==> src/sv/ctw_pkg.sv <==
package ctw_pkg;

  // Screen geometry.
  localparam int SCREEN_WIDTH  = 80;
  localparam int SCREEN_HEIGHT = 25;
  localparam int CELL_COUNT    = SCREEN_WIDTH * SCREEN_HEIGHT;
  localparam int COPY_COUNT    = CELL_COUNT - SCREEN_WIDTH;

  // Field widths.
  localparam int OPCODE_W = 2;
  localparam int CHAR_W   = 8;
  localparam int COL_W    = 7;
  localparam int ROW_W    = 5;
  localparam int IDX_W    = 11;
  localparam int CELL_W   = 16;
  localparam int COUNT_W  = 16;
  localparam int COLOR_W  = 4;
  localparam int ATTR_W   = 2 * COLOR_W;
  localparam int ADDR_W   = $clog2(CELL_COUNT);

  // Command queue between the front and back ends.
  localparam int QUEUE_DEPTH = 2;
  localparam int QPTR_W      = $clog2(QUEUE_DEPTH);
  localparam int QCNT_W      = $clog2(QUEUE_DEPTH + 1);

  // Character codes.
  localparam logic [CHAR_W-1:0] CH_NEWLINE   = 8'h0A;
  localparam logic [CHAR_W-1:0] CH_BACKSPACE = 8'h08;
  localparam logic [CHAR_W-1:0] CH_BLANK     = 8'h20;
  localparam logic [CHAR_W-1:0] CH_NONE      = 8'h00;

  // Color register reset values.
  localparam logic [COLOR_W-1:0] FG_RESET = 4'd7;
  localparam logic [COLOR_W-1:0] BG_RESET = 4'd0;

  typedef enum logic [OPCODE_W-1:0] {
    OP_PUT_CHAR   = 2'd0,
    OP_CLEAR      = 2'd1,
    OP_SET_CURSOR = 2'd2,
    OP_READ_CELL  = 2'd3
  } opcode_t;

  typedef enum logic {
    REG_FG_COLOR = 1'b0,
    REG_BG_COLOR = 1'b1
  } cfg_reg_t;

  typedef enum logic [2:0] {
    CMD_PRINT,
    CMD_NEWLINE,
    CMD_BACKSPACE,
    CMD_CLEAR,
    CMD_SET_CURSOR,
    CMD_READ
  } cmd_kind_t;

  typedef struct packed {
    cmd_kind_t          kind;
    logic [CHAR_W-1:0]  chr;
    logic [COL_W-1:0]   col;
    logic [ROW_W-1:0]   row;
    logic [ADDR_W-1:0]  addr;
    logic               addr_ok;
  } cmd_t;

  typedef enum logic [2:0] {
    ST_IDLE,
    ST_SCROLL,
    ST_FLUSH,
    ST_CLEAR,
    ST_DONE
  } back_state_t;

endpackage

==> src/sv/ctw_fifo.sv <==
module ctw_fifo (
  input  logic          clk,
  input  logic          rst,
  input  logic          in_valid,
  output logic          in_ready,
  input  ctw_pkg::cmd_t in_cmd,
  output logic          out_valid,
  input  logic          out_ready,
  output ctw_pkg::cmd_t out_cmd
);
  import ctw_pkg::*;

  cmd_t              entries [QUEUE_DEPTH];
  logic [QPTR_W-1:0] wr_ptr;
  logic [QPTR_W-1:0] rd_ptr;
  logic [QCNT_W-1:0] count;
  logic              do_write;
  logic              do_read;

  assign in_ready  = (count != QCNT_W'(QUEUE_DEPTH));
  assign out_valid = (count != '0);
  assign out_cmd   = entries[rd_ptr];
  assign do_write  = in_valid && in_ready;
  assign do_read   = out_valid && out_ready;

  // Entry storage.
  always_ff @(posedge clk) begin
    if (do_write) begin
      entries[wr_ptr] <= in_cmd;
    end
  end

  // Pointers and fill count.
  always_ff @(posedge clk) begin
    if (rst) begin
      wr_ptr <= '0;
      rd_ptr <= '0;
      count  <= '0;
    end else begin
      if (do_write) begin
        wr_ptr <= wr_ptr + 1'b1;
      end
      if (do_read) begin
        rd_ptr <= rd_ptr + 1'b1;
      end
      if (do_write && !do_read) begin
        count <= count + 1'b1;
      end else if (do_read && !do_write) begin
        count <= count - 1'b1;
      end
    end
  end

endmodule

==> config.mk <==
export PLATFORM = sky130hd
export DESIGN_NAME = ctw_fifo
export DESIGN_NICKNAME = d
export VERILOG_FILES = /design/src/sv/ctw_pkg.sv /design/src/sv/ctw_fifo.sv
export SDC_FILE = /design/constraint.sdc
export NUM_CORES = 1
export LEC_CHECK = 0
export CORE_ASPECT_RATIO = 1.75
export CORE_MARGIN = 3
export CORE_UTILIZATION = 60
export CTS_CLUSTER_DIAMETER = 30
export DETAILED_ROUTE_END_ITERATION = 10
export DONT_BUFFER_PORTS = 1
export GPL_TIMING_DRIVEN = 0
export HOLD_SLACK_MARGIN = 0.1
export PLACE_DENSITY = 0.82
export SETUP_SLACK_MARGIN = 0.02
export SYNTH_ARGS = -nofsm -noshare
export SYNTH_HDL_FRONTEND = slang
export SYNTH_SLANG_ARGS = --single-unit
==> constraint.sdc <==
create_clock -name clk -period 3.1 [get_ports clk]
set_clock_uncertainty 0.1 [all_clocks]
set_input_delay 0.31 -clock clk [delete_from_list [all_inputs] [get_ports clk]]
set_output_delay 0.31 -clock clk [all_outputs]
set_load 0.01 [all_outputs]
==> impl_metrics.csv <==
group,metric,value,unit
outcome,status,"completed",
layout,n_antenna_cell,0,
cts,post_cts_buffers,0,
drt,via_count,1346,
drt,initialDrtViolationCount,29,
pwr,p_leak,1.14,nW
layout,layout.nets,222,
cts,cts_tree,"done",
die,num_rows,31,
yosys,synth_top_family_by_area,"multiplexers",
die,core_area,0.00427,mm²
die,dieArea,0.00544,mm²
critical_path,critical_path_required,3.07,ns
critical_path,crit_path_end_kind,"flop",
global_routing,overflow,0,
yosys,yosysWarnings,0,
yosys,synthMuxAreaShare,0.144,
critical_path,path_class,"flop to flop",
yosys,synth_area,0.00274,mm²
pwr,peakVddDrop,0.000759,V
timing,final_hold_viol_count,0,
die,ioPinCount,76,
yosys,synth_xor_area_frac,0.00959,
placement,place_congestion,0.699,
yosys,synthSimpleGateAreaFrac,0.0183,
timing,slew_headroom,0.461,
global_routing,grt_max_degree,36,
cts,clock_latency,0.33,ns
placement,io_buffers,0,
drt,wl,5030,µm
global_routing,antenna_found_initial,0,
global_routing,globalRouteTotalUtil,0.202,
timing,max_freq,486,MHz
drt,ant_nets,0,
critical_path,r2r_slack,1.04,ns
global_routing,grt_pass1_wl,7670,µm
timing,worst_slew_pin_slew,0.808,ns
die,initial_core_util,0.642,
drt,avgViaCountPerCell,5.70,
yosys,synth_seq_cells,75,
layout,final_common_cell,"edfxtp_1",
pwr,p_per_area,757,mW/mm²
critical_path,critPathMaxFanout,23,
timing,setup_viol,0,
timing,finalSetupTns,0,ns
yosys,ys_types,17,
drt,avgRoutedWirePerCell,21.3,µm
timing,drv_slew,0,
hold_path,min_path_type,"primary input to flop",
yosys,syn_nets,173,
timing,grt_setup_unrepaired,"no",
critical_path,start_kind,"flop",
cts,cts_sinks,75,
critical_path,cp.arrival,2.03,ns
cts,cts.htree.levels,3,
die,dieWidth,57.1,µm
yosys,synthAdderAreaFrac,0.00457,
cts,clock_path_buffers,2,
placement,placed_cells,182,
cts,cts_buffers,9,
drt,first_pass_iters,4,
run,cap_violations,0,
layout,drive_gt1_frac,0.305,
layout,syn_to_final_growth,23.1,%
global_routing,grt_pass1_vias,1453,
yosys,syn_avg_cell_area,20.6,µm²
layout,mostFrequentLayoutCells,"edfxtp_1 (70), dlygate4sd3_1 (37), mux2_2 (35), clkbuf_8 (10), dfxtp_1 (5)",
yosys,synth_compound_area_frac,0.0110,
drt,drcViolationCount,0,
layout,final_cells,236,
yosys,netlist_instances,133,
timing,fin_crit,2.06,ns
cts,cts-root-buf,"clkbuf_8",
yosys,yosysSeqAreaShare,0.804,
cts,cts.clk_slew.worst_paths,0.07,ns
timing,min_period_over_period,0.664,
die,die_h,95.4,µm
==> cell families (layout without fill, tap and decap cells) <==
kind of cell / Yosys count / after routing
AO/OA/AOI/OAI: 5 / 5
adder cells (fa/ha/maj): 1 / 1
XOR/XNOR: 3 / 3
AND/OR/NAND/NOR: 9 / 9
flip-flops: 75 / 75
multiplexers: 35 / 35
buffers and inverters: 5 / 59
==> flip-flops by register name (all words and copies together), names as in the netlist, named ones only <==
register  flops
count         2
entries      70
rd_ptr        1
wr_ptr        1
==> area by class of cell <==
class	instances	area, µm²
Buffer	4	20.0
Clock buffer	12	145
Clock inverter	4	27.5
Fill cell	231	895
Inverter	1	3.75
Multi-Input combinational cell	53	514
Sequential cell	75	2200
Tap cell	49	61.3
Timing Repair Buffer	38	398
==> synth_stat cells (all sizes together) <==
| cell | count | area [µm²] |
|---|---|---|
| edfxtp | 70 | 2100 |
| mux2 | 35 | 394 |
| dfxtp | 5 | 100 |
| buf | 4 | 20.0 |
| nor2 | 3 | 11.3 |
| xor2 | 3 | 26.3 |
| a21oi | 2 | 10.0 |
| o21ai | 2 | 10.0 |
| a21bo | 1 | 10.0 |
| and2 | 1 | 6.26 |
| and3 | 1 | 6.26 |
| ha | 1 | 12.5 |
| inv | 1 | 3.75 |
| nand2b | 1 | 6.26 |
| nand3b | 1 | 7.51 |
| or2 | 1 | 6.26 |
| or3 | 1 | 6.26 |
==> what timing repair did <==
action / 4_1_cts / 5_1_grt
endpoints found under the hold margin: 75 / 0
hold buffers: 37 / 0
gates resized for setup: 0 / 0
==> power by group <==
group | switching (mW) | internal [mW]
Clock | 0.317 | 0.311
Combinational | 0.346 | 0.260
Sequential | 0.0494 | 1.27
Total | 0.713 | 1.84
==> through the flow <==
step | cell area, µm² | total power, mW | utilization | hold slack (ns) | setup slack [ns]
finish | 3370 | 2.55 | 0.790 | 0.265 | 1.04
detailed placement | 2800 | 1.88 | 0.657 | 0.282 | 0.766
floorplan | 2740 | 1.76 | - | 0.279 | 1.07
global placement | 2800 | 1.84 | 0.656 | 0.281 | 0.692
CTS | 3340 | 2.55 | 0.784 | 0.193 | 0.732
global route | 3370 | 2.67 | 0.790 | 0.299 | 0.922
==> routing by layer <==
metal	vias to the layer above	wire, µm	global-route usage
met1	655	1700	0.211
met3	13	365	0.0759
met4	0	119	0.101
met5	-	0	0
li1	614	-	-
met2	64	2850	0.350
==> worst max-delay path, stage by stage, from the launching register on <==
cell and delay (ns):
dfxtp_1 0.37, nand2b_1 0.29, nand3b_1 0.19, clkinv_1 0.48, buf_16 0.37
==> final timing paths <==
| path | start | depth (start not counted) | endpoint |
|---|---|---|---|
| worst max-delay path | count[0]$_SDFFE_PP0P_ | 4 | entries[0][12]$_DFFE_PP_ |
| worst min-delay path | out_ready | 3 | rd_ptr$_SDFFE_PP0P_ |
| worst max register to register | count[0]$_SDFFE_PP0P_ | 4 | entries[0][12]$_DFFE_PP_ |
| worst min register to register | rd_ptr$_SDFFE_PP0P_ | 2 | rd_ptr$_SDFFE_PP0P_ |
Power figures use the tool's default switching activity.
