$ cat config.mk
export PLATFORM = sky130hd
export DESIGN_NAME = ctw_front
export DESIGN_NICKNAME = d
export VERILOG_FILES = /design/src/sv/ctw_pkg.sv /design/src/sv/ctw_front.sv
export SDC_FILE = /design/constraint.sdc
export NUM_CORES = 1
export LEC_CHECK = 0
export BUFFER_PORTS_ARGS = -buffer_cell sky130_fd_sc_hd__buf_2
export CORE_MARGIN = 2
export CORE_UTILIZATION = 40
export DETAILED_ROUTE_END_ITERATION = 8
export PLACE_DENSITY = 0.85
export SKIP_CTS_REPAIR_TIMING = 1
export SLEW_MARGIN = 5
export SYNTH_ARGS = -nofsm -noshare
export SYNTH_HDL_FRONTEND = slang
export SYNTH_SLANG_ARGS = --single-unit
$ cat constraint.sdc
create_clock -name clk -period 3 [get_ports clk]
set_input_delay 0.6 -clock clk [delete_from_list [all_inputs] [get_ports clk]]
set_output_delay 0.6 -clock clk [all_outputs]
set_load 0.01 [all_outputs]
$ cat src/sv/ctw_pkg.sv
package ctw_pkg;

  // Screen geometry.
  localparam int SCREEN_WIDTH  = 80;
  localparam int SCREEN_HEIGHT = 25;
  localparam int CELL_COUNT    = SCREEN_WIDTH * SCREEN_HEIGHT;
  localparam int COPY_COUNT    = CELL_COUNT - SCREEN_WIDTH;

  // Field widths.
  localparam int OPCODE_W = 2;
  localparam int CHAR_W   = 8;
  localparam int COL_W    = 7;
  localparam int ROW_W    = 5;
  localparam int IDX_W    = 11;
  localparam int CELL_W   = 16;
  localparam int COUNT_W  = 16;
  localparam int COLOR_W  = 4;
  localparam int ATTR_W   = 2 * COLOR_W;
  localparam int ADDR_W   = $clog2(CELL_COUNT);

  // Command queue between the front and back ends.
  localparam int QUEUE_DEPTH = 2;
  localparam int QPTR_W      = $clog2(QUEUE_DEPTH);
  localparam int QCNT_W      = $clog2(QUEUE_DEPTH + 1);

  // Character codes.
  localparam logic [CHAR_W-1:0] CH_NEWLINE   = 8'h0A;
  localparam logic [CHAR_W-1:0] CH_BACKSPACE = 8'h08;
  localparam logic [CHAR_W-1:0] CH_BLANK     = 8'h20;
  localparam logic [CHAR_W-1:0] CH_NONE      = 8'h00;

  // Color register reset values.
  localparam logic [COLOR_W-1:0] FG_RESET = 4'd7;
  localparam logic [COLOR_W-1:0] BG_RESET = 4'd0;

  typedef enum logic [OPCODE_W-1:0] {
    OP_PUT_CHAR   = 2'd0,
    OP_CLEAR      = 2'd1,
    OP_SET_CURSOR = 2'd2,
    OP_READ_CELL  = 2'd3
  } opcode_t;

  typedef enum logic {
    REG_FG_COLOR = 1'b0,
    REG_BG_COLOR = 1'b1
  } cfg_reg_t;

  typedef enum logic [2:0] {
    CMD_PRINT,
    CMD_NEWLINE,
    CMD_BACKSPACE,
    CMD_CLEAR,
    CMD_SET_CURSOR,
    CMD_READ
  } cmd_kind_t;

  typedef struct packed {
    cmd_kind_t          kind;
    logic [CHAR_W-1:0]  chr;
    logic [COL_W-1:0]   col;
    logic [ROW_W-1:0]   row;
    logic [ADDR_W-1:0]  addr;
    logic               addr_ok;
  } cmd_t;

  typedef enum logic [2:0] {
    ST_IDLE,
    ST_SCROLL,
    ST_FLUSH,
    ST_CLEAR,
    ST_DONE
  } back_state_t;

endpackage

$ cat src/sv/ctw_front.sv
module ctw_front (
  input  logic                         clk,
  input  logic                         rst,
  input  logic                         push,
  output logic                         full,
  input  logic [ctw_pkg::OPCODE_W-1:0] opcode,
  input  logic [ctw_pkg::CHAR_W-1:0]   char_code,
  input  logic [ctw_pkg::COL_W-1:0]    column,
  input  logic [ctw_pkg::ROW_W-1:0]    row,
  input  logic [ctw_pkg::IDX_W-1:0]    cell_index,
  output logic                         cmd_valid,
  input  logic                         cmd_ready,
  output ctw_pkg::cmd_t                cmd
);
  import ctw_pkg::*;

  cmd_t stage_cmd;
  cmd_t cls;
  logic stage_valid;
  logic stage_valid_next;
  logic accept;

  assign full      = stage_valid && !cmd_ready;
  assign accept    = push && !full;
  assign cmd_valid = stage_valid;
  assign cmd       = stage_cmd;

  // Classify the request and clamp its operands.
  always_comb begin
    cls         = '0;
    cls.kind    = CMD_PRINT;
    cls.chr     = char_code;
    cls.col     = column;
    cls.row     = row;
    cls.addr    = ADDR_W'(cell_index);
    cls.addr_ok = 1'b0;
    case (opcode_t'(opcode))
      OP_PUT_CHAR: begin
        if (char_code == CH_NEWLINE) begin
          cls.kind = CMD_NEWLINE;
        end else if (char_code == CH_BACKSPACE) begin
          cls.kind = CMD_BACKSPACE;
        end else begin
          cls.kind = CMD_PRINT;
        end
      end
      OP_CLEAR: begin
        cls.kind = CMD_CLEAR;
      end
      OP_SET_CURSOR: begin
        cls.kind = CMD_SET_CURSOR;
        if (column >= COL_W'(SCREEN_WIDTH)) begin
          cls.col = COL_W'(SCREEN_WIDTH - 1);
        end
        if (row >= ROW_W'(SCREEN_HEIGHT)) begin
          cls.row = ROW_W'(SCREEN_HEIGHT - 1);
        end
      end
      OP_READ_CELL: begin
        cls.kind    = CMD_READ;
        cls.addr_ok = (cell_index < IDX_W'(CELL_COUNT));
      end
      default: begin
        cls.kind = CMD_PRINT;
      end
    endcase
  end

  // The stage holds its command until the queue takes it.
  always_comb begin
    stage_valid_next = accept || (stage_valid && !cmd_ready);
  end

  always_ff @(posedge clk) begin
    if (rst) begin
      stage_valid <= 1'b0;
    end else begin
      stage_valid <= stage_valid_next;
    end
  end

  always_ff @(posedge clk) begin
    if (accept) begin
      stage_cmd <= cls;
    end
  end

endmodule

==> metrics.md, run 1 <==
| Metric | Value |
|---|---|
| Status | `finished, final reports clean` |
| Total Wirelength | `2.33 mm` |
| GR Overflow Total | `0` |
| # port buffers | `73` |
| Max Cap Violations | `0` |
| DR WL/cell | `12.6 um` |
| Die Height | `60.5 um` |
| Worst Tran Pin Value | `0.924 ns` |
| Std cell rows | `20` |
| Setup crit start | `cmd_ready` |
| Largest net degree at the start of global routing | `36` |
| Sequential share of the synthesized area | `0.838` |
| Hold Crit Class | `input port to flop` |
| Worst Skew | `0.00435 ns` |
| Cell Pwr Density | `529 nW/um^2` |
| CP Capture Type | `output pin` |
| Final ANT Viol Nets | `0` |
| Critical path launch point type | `input port` |
| Post-synthesis sequential element count | `36` |
| DR vias | `830` |
| Htree depth | `2` |
| Slew Limit Fails | `0` |
| DR iter-0 viols | `20` |
| Fillers | `252` |
| Ports | `74` |
| Synthesized area | `1280 um^2` |
| Crit path DAT | `1.16 ns` |
| First-pass GRT wire length | `3.32 mm` |
| TritonRoute pass-1 iters | `4` |
| Largest fanout on the critical path | `3` |
| Final worst setup slack | `1.24 ns` |
| Setup violators final | `0` |
| Switching pwr | `203 uW` |
| Worst setup path category | `input port to output pin` |
| Avg Inst Size Synth | `19.7 um^2` |
| Clock power frac | `0.243` |
| Final min period | `1.76 ns` |
| Die footprint | `3660 um^2` |
| Synth unique cells | `19` |
| Logic pwr share | `0.110` |
| CTS tree | `yes` |
| Vias/cell | `4.49` |
| Commonest non-fill, non-tap cell in the layout | `buf_2` |
| RSZ-0062 raised after global routing | `no` |
| Antenna violations before repair | `0` |
| Total track usage | `0.133` |
| Clk_lat worst skew | `0.32 ns` |
| Internal Power | `715 uW` |
| GPL Wtd Cong | `0.695` |
| Yosys Warn Count | `0` |
| Share of cells above drive strength 1 | `0.603` |
| Detailed-route DRC error count | `0` |
| Syn Nets | `102` |
| Period utilisation layout | `0.586` |
| Net Sw Frac | `0.221` |
| Dpl ws | `1.08 ns` |
| TritonCTS Sinks | `36` |
| Maximum VDD drop | `0.237 mV` |
| Vias in the first global route | `725` |
| Fin nets | `178` |
| Post-route setup TNS | `0 ns` |
| CTS Buffer Depth | `2` |
| Final Hold Fails | `0` |
| Max-slew headroom | `0.383` |
| Die Span X | `60.5 um` |
| Clock transition at path regs | `0.09 ns` |
| Post-Syn Instances | `65` |
| Initial Utilization | `0.418` |
| Synth-to-Final Area Change | `35.8%` |
| Commonest non-fill, non-tap cells in the layout | `buf_2, edfxtp_1, and2_1, clkbuf_4, o21bai_1` |
| CTS Buf Count | `5` |
| Sequential share of power | `0.646` |
| R2r startpoint | `cmd_valid` |
| Worst Path Required | `2.40 ns` |
| Antenna Cells | `0` |
| CORE AREA | `3050 um^2` |
| Static leakage | `0.738 nW` |
| Fmax achieved | `569 MHz` |
| CTS root buffer | `clkbuf_4` |
| Hold Startpoint | `cell_index[1]` |
==> cell usage after synthesis, drive strengths merged <==
master | instances | area (um^2)
and2 | 5 | 31.3
clkbuf | 4 | 15.0
dfxtp | 1 | 20.0
edfxtp | 35 | 1050
inv | 2 | 7.51
nand3b | 1 | 7.51
nand4 | 1 | 6.26
nand4b | 1 | 8.76
nor2 | 1 | 3.75
nor2b | 2 | 12.5
o211a | 1 | 10.0
o21ai | 1 | 5.00
o21ba | 1 | 10.0
o21bai | 4 | 30.0
o32ai | 1 | 16.3
o41ai | 1 | 16.3
or2 | 1 | 6.26
or3b | 1 | 8.76
or4 | 1 | 11.3
==> final timing paths <==
kind | endpoint | slack (ns) | cells after the start
setup / recovery | full | 1.24 | 3
hold / removal | cmd[2] | 0.45 | 1
setup reg to reg | cmd[5] | 1.40 | 2
hold reg to reg | cmd_valid | 0.71 | 2
==> cell type report <==
type,count,area (um^2),area share
flip-flops and latches,36,1070,0.617
multi-input cells,23,191,0.110
repair buffers,73,365,0.211
clock buffers,5,37.5,0.0216
clock inverters,2,7.51,0.00433
inverters,2,7.51,0.00433
well taps,44,55.1,0.0317
==> state kept, by name (all words and copies together) (netlist names) <==
signal and cells:
cmd 35, cmd_valid 1
==> worst max-delay path: stages <==
cell	delay [ns]
buf_2	0.09
nor2b_1	0.27
buf_2	0.20
==> kinds of logic after synthesis <==
logic type	Yosys count	share of synthesized area
AOI/OAI and AO/OA	9	0.0686
buffers and inverters	6	0.0176
DFF	36	0.838
and+or+nand+nor	14	0.0754
==> through the flow <==
stage	power, mW	instances	area [um^2]	utilization	hold WS [ns]
after global placement	0.704	178	1690	0.554	0.684
after floorplan	0.649	65	1280	-	0.699
after global routing	0.962	185	1740	0.568	0.428
after CTS	0.932	185	1740	0.568	0.436
after detailed placement	0.708	178	1690	0.554	0.701
final	0.918	185	1740	0.568	0.449
==> power by group through the flow <==
stage | registers (mW) | clock network [mW] | logic (mW)
floorplan | 0.624 | 0 | 0.0254
global placement | 0.605 | 0 | 0.0989
detailed placement | 0.605 | 0 | 0.103
CTS | 0.594 | 0.235 | 0.103
global route | 0.597 | 0.253 | 0.112
finish | 0.594 | 0.224 | 0.101
==> routing by layer <==
metal,wire [um],track usage
met1,909,0.143
met2,1110,0.214
met3,259,0.0704
met4,45,0.0714
met5,0,0
No activity file was read; power rests on OpenSTA's default activity.
==> run 2: changes to the inputs <==
--- a/config.mk
+++ b/config.mk
@@ -7,7 +7,7 @@
 export LEC_CHECK = 0
 export BUFFER_PORTS_ARGS = -buffer_cell sky130_fd_sc_hd__buf_2
 export CORE_MARGIN = 2
-export CORE_UTILIZATION = 40
+export CORE_UTILIZATION = 38
 export DETAILED_ROUTE_END_ITERATION = 8
 export PLACE_DENSITY = 0.85
 export SKIP_CTS_REPAIR_TIMING = 1
==> constraint.sdc (replaced) <==
create_clock -name clk -period 1.6 [get_ports clk]
set_input_delay 0.32 -clock clk [delete_from_list [all_inputs] [get_ports clk]]
set_output_delay 0.32 -clock clk [all_outputs]
set_load 0.01 [all_outputs]
==> run 2 against run 1 <==
Critical path type is now flop to output pin. Via count increased by 2.8%. Sequential power increased by 87%. Final area increased by 1.2%.
==> metrics.md, run 2 (same netlist as run 1, synthesis figures left out) <==
| Metric | Value |
|---|---|
| Sequential cell area | `1070 um^2` |
| CP Capture Type | `output pin` |
| Worst Path Required | `1.28 ns` |
| Largest register FFs | `35` |
| Dpl ws | `-0.0346 ns` |
| DR WL/cell | `13.9 um` |
| Final worst setup slack | `0.0907 ns` |
| Fillers | `287` |
| Slew Limit Fails | `0` |
| Ports | `74` |
| R2r startpoint | `cmd_valid` |
| DR vias | `853` |
| # port buffers | `73` |
| Maximum VDD drop | `0.462 mV` |
| Hold Crit Class | `input port to flop` |
| DR iter-0 viols | `28` |
| CTS tree | `yes` |
| TritonCTS Sinks | `36` |
| Critical path launch point type | `flop` |
| Final Hold Fails | `0` |
| Worst Tran Pin Value | `0.504 ns` |
| Max Cap Violations | `0` |
| Total track usage | `0.130` |
| Crit path DAT | `1.19 ns` |
| Total Wirelength | `2.62 mm` |
| Synth-to-Final Area Change | `37.4%` |
| Vias/cell | `4.54` |
| Worst Skew | `0.00869 ns` |
| Clock transition at path regs | `0.10 ns` |
| Max-slew headroom | `0.663` |
| Hold Crit Endpoint | `cmd[1]` |
| Htree depth | `2` |
| Fmax achieved | `663 MHz` |
| Area after DPL | `1690 um^2` |
| Clk_lat worst skew | `0.32 ns` |
| CTS Buffer Depth | `2` |
| TritonRoute pass-1 iters | `4` |
| Share of cells above drive strength 1 | `0.620` |
| Worst setup path category | `flop to output pin` |
| First-pass GRT wire length | `3.39 mm` |
| Largest net degree at the start of global routing | `36` |
| CTS root buffer | `clkbuf_4` |
| Vias in the first global route | `808` |
| Largest fanout on the critical path | `4` |
| Std cell rows | `21` |
| RR Endpoint | `cmd[32]` |
| Initial Utilization | `0.389` |
| Antenna violations before repair | `0` |
| Commonest non-fill, non-tap cell in the layout | `buf_2` |
| WHS | `0.171 ns` |
| Die Height | `62.0 um` |
| CTS Buf Count | `5` |
| Antenna Cells | `0` |
| Final ANT Viol Nets | `0` |
| Setup violators final | `0` |
| Die Span X | `62.0 um` |
| R2r setup slk | `0.27 ns` |
| Hold Path Depth | `1` |
| Cell Pwr Density | `989 nW/um^2` |
| Post-route cell area | `1760 um^2` |
| GPL Wtd Cong | `0.649` |
| Post-DP HPWL | `1.98 mm` |
| Fin nets | `179` |
| Hold Startpoint | `cell_index[0]` |
| Die footprint | `3840 um^2` |
| GR Overflow Total | `0` |
| Detailed-route DRC error count | `0` |
| RSZ-0062 raised after global routing | `no` |
| Final min period | `1.51 ns` |
| CORE AREA | `3280 um^2` |
| Status | `finished, final reports clean` |
| Commonest non-fill, non-tap cells in the layout | `buf_2, edfxtp_1, and2_1, clkbuf_4, o21bai_1` |
| Static leakage | `0.748 nW` |
| Reg2reg path depth | `2` |
| Period utilisation layout | `0.943` |
| Area of the multi-input gates | `208 um^2` |
==> run 2: cell types whose count changed in the layout (fill, tap and decap cells not counted), sizes merged <==
cell    change
clkbuf      +1
clkinv      -1
nor2b       +1
==> run 2: critical path, cell delays in order, from the launching register on <==
cell and delay, ns:
dfxtp_1 0.34, nor2b_2 0.33, buf_2 0.20
==> run 2: area by class of cell <==
type | instances | share of cell area
Timing Repair Buffer | 73 | 0.208
Inverter | 2 | 0.00428
Clock inverter | 1 | 0.00285
Multi-Input combinational cell | 24 | 0.118
Sequential cell | 36 | 0.610
Tap cell | 46 | 0.0328
Clock buffer | 6 | 0.0235
==> run 2: how the worst max path moves through the flow <==
stage,cells past startpoint,endpoint,start
after floorplan,2,cmd[0],cmd_valid
after global placement,3,cmd[31],cmd_ready
after detailed placement,3,cmd[26],cmd_ready
after CTS,2,cmd[2],cmd_valid
after global routing,2,full,cmd_valid
final,2,full,cmd_valid
==> run 2: metal layers <==
layer / global-route usage / wire length, um / share of wire
met1: 0.114 / 991 / 0.38
met2: 0.259 / 1360 / 0.52
met3: 0.0580 / 240 / 0.092
met4: 0.0365 / 27 / 0.010
met5: 0 / 0 / 0
==> run 2: power breakdown <==
part           switching, mW  internal (mW)
clock network          0.262          0.162
registers             0.0135           1.10
logic                  0.108         0.0892
==> run 2: per-stage QoR <==
| stage | TNS, ns | cells | power [mW] | util |
|---|---|---|---|---|
| floorplan | 0 | 65 | 1.22 | - |
| global placement | 0 | 180 | 1.32 | 0.515 |
| detailed placement | -1.18 | 180 | 1.33 | 0.515 |
| CTS | -1.59 | 187 | 1.75 | 0.530 |
| global route | 0 | 188 | 1.83 | 0.534 |
| finish | 0 | 188 | 1.74 | 0.534 |
==> run 3: changes to the inputs <==
--- a/config.mk
+++ b/config.mk
@@ -6,10 +6,11 @@
 export NUM_CORES = 1
 export LEC_CHECK = 0
 export BUFFER_PORTS_ARGS = -buffer_cell sky130_fd_sc_hd__buf_2
-export CORE_MARGIN = 2
+export CORE_MARGIN = 1.5
 export CORE_UTILIZATION = 38
 export DETAILED_ROUTE_END_ITERATION = 8
 export PLACE_DENSITY = 0.85
+export REMOVE_ABC_BUFFERS = 1
 export SKIP_CTS_REPAIR_TIMING = 1
 export SLEW_MARGIN = 5
 export SYNTH_ARGS = -nofsm -noshare
==> run 3 against run 2 <==
Register-to-register slack better by 0.03 ns. First-iteration DRC count shrank 18%. Clock power is 3% higher. Sequential power barely moved. Clock skew decreased by 0.0044 ns. Sequential share of layout area did not move. Global-route usage fell by 0.093 points. Critical endpoint unchanged. Largest cell class unchanged.
==> metrics.md, run 3 (same netlist as run 1, synthesis figures left out) <==
| Metric | Value |
|---|---|
| CTS Buffer Depth | `2` |
| Hold Path Depth | `1` |
| TritonCTS Sinks | `36` |
| Met3 Usage GRT | `0.0746` |
| Worst setup path category | `flop to output pin` |
| Status | `finished, final reports clean` |
| Share of cells above drive strength 1 | `0.608` |
| Period utilisation layout | `0.927` |
| RSZ-0062 raised after global routing | `no` |
| CORE AREA | `3130 um^2` |
| Hold Startpoint | `cell_index[1]` |
| Setup violators final | `0` |
| Final min period | `1.48 ns` |
| Reg2reg path depth | `2` |
| Fillers | `266` |
| Worst Path Required | `1.28 ns` |
| TritonRoute pass-1 iters | `2` |
| CTS root buffer | `clkbuf_4` |
| Total track usage | `0.129` |
| Die footprint | `3720 um^2` |
| Clock transition at path regs | `0.10 ns` |
| R2r setup slk | `0.30 ns` |
| Fmax achieved | `674 MHz` |
| DR iter-0 viols | `23` |
| Placed insts | `178` |
| Met1 GRT Util | `0.128` |
| PnR Total Power | `1.74 mW` |
| Total Wirelength | `2.39 mm` |
| Worst Tran Pin Value | `0.504 ns` |
| Cell Pwr Density | `993 nW/um^2` |
| DR vias | `842` |
| Max-slew headroom | `0.664` |
| Final Hold Fails | `0` |
| Die Span X | `61.0 um` |
| CP Capture Type | `output pin` |
| Largest net degree at the start of global routing | `36` |
| Slew Limit Fails | `0` |
| GR Overflow Total | `0` |
| CTS Buf Count | `5` |
| Ports | `74` |
| Initial Utilization | `0.408` |
| Hold Crit Endpoint | `cmd[2]` |
| RR Endpoint | `cmd[34]` |
| R2r startpoint | `cmd_valid` |
| Clk_lat worst skew | `0.32 ns` |
| Worst Skew | `0.00425 ns` |
| Fin nets | `179` |
| Critical path launch point type | `flop` |
| Synth-to-Final Area Change | `37.4%` |
| Met2 usage | `0.229` |
| Final ANT Viol Nets | `0` |
| Antenna violations before repair | `0` |
| First-pass GRT wire length | `3.33 mm` |
| Vias/cell | `4.50` |
| Max Cap Violations | `0` |
| Largest fanout on the critical path | `4` |
| Static leakage | `0.747 nW` |
| Antenna Cells | `0` |
| Largest register FFs | `35` |
| CTS tree | `yes` |
| Vias in the first global route | `779` |
| Htree depth | `2` |
| Std cell rows | `20` |
| Detailed-route DRC error count | `0` |
| DR WL/cell | `12.8 um` |
| Die Height | `61.0 um` |
| Crit path DAT | `1.16 ns` |
| Commonest non-fill, non-tap cell in the layout | `buf_2` |
| Maximum VDD drop | `0.590 mV` |
| Commonest non-fill, non-tap cells in the layout | `buf_2, edfxtp_1, and2_1, clkbuf_4, o21bai_1` |
| GR peak layer | `met2` |
| GPL Wtd Cong | `0.701` |
| Hold Crit Class | `input port to flop` |
| # port buffers | `73` |
| Finished Layout Cells | `187` |
## run 3: cell types whose count changed in the layout (fill, tap and decap cells not counted)
| cell | change |
|---|---|
| clkinv_2 | -1 |
| clkinv_1 | +1 |
| clkbuf_1 | +1 |
## run 3: worst max-delay path, stage by stage, from the launching register on
cell	delay (ns)
dfxtp_1	0.33
nor2b_2	0.31
buf_2	0.20
## run 3: how the worst max path moves through the flow
stage,start,end,slack [ns],cells past startpoint
after CTS,cmd_valid,cmd[34],-0.01,2
after detailed placement,cmd_ready,cmd[24],-0.02,3
final,cmd_valid,full,0.12,2
after global routing,cmd_valid,full,0.03,2
after global placement,cmd_ready,cmd[26],0.03,3
after floorplan,cmd_valid,cmd[0],-0.93,2
## run 3: area by class of cell
| class | instances | area, um^2 | area share |
|---|---|---|---|
| Timing Repair Buffer | 73 | 365 | 0.208 |
| Sequential cell | 36 | 1070 | 0.610 |
| Tap cell | 44 | 55.1 | 0.0314 |
| Clock inverter | 1 | 3.75 | 0.00214 |
| Clock buffer | 7 | 45.0 | 0.0257 |
| Inverter | 2 | 7.51 | 0.00428 |
| Multi-Input combinational cell | 24 | 208 | 0.118 |
## run 3: where the power goes
group,switching (mW),total [mW],internal [mW]
combinational,0.105,0.194,0.0891
sequential,0.0118,1.11,1.10
clock,0.267,0.436,0.169
total,0.384,1.74,1.36
## run 3: metrics by stage
stage                     worst slack, ns  hold WS, ns   util  setup TNS, ns  instance area, um^2
after floorplan                    -0.932        0.419      -         -32.63                 1260
after global placement             0.0261        0.502  0.540              0                 1690
after detailed placement          -0.0203        0.498  0.540         -0.681                 1690
after CTS                         -0.0140        0.153  0.556         -0.400                 1740
after global routing               0.0321        0.138  0.561              0                 1760
final                               0.116        0.168  0.561              0                 1760
## run 3: metal layers
layer	vias up	wire (um)	part of all wire
li1	405	-	-
met4	0	23	0.0096
met3	4	283	0.12
met1	374	1010	0.42
met2	59	1070	0.45
met5	-	0	0
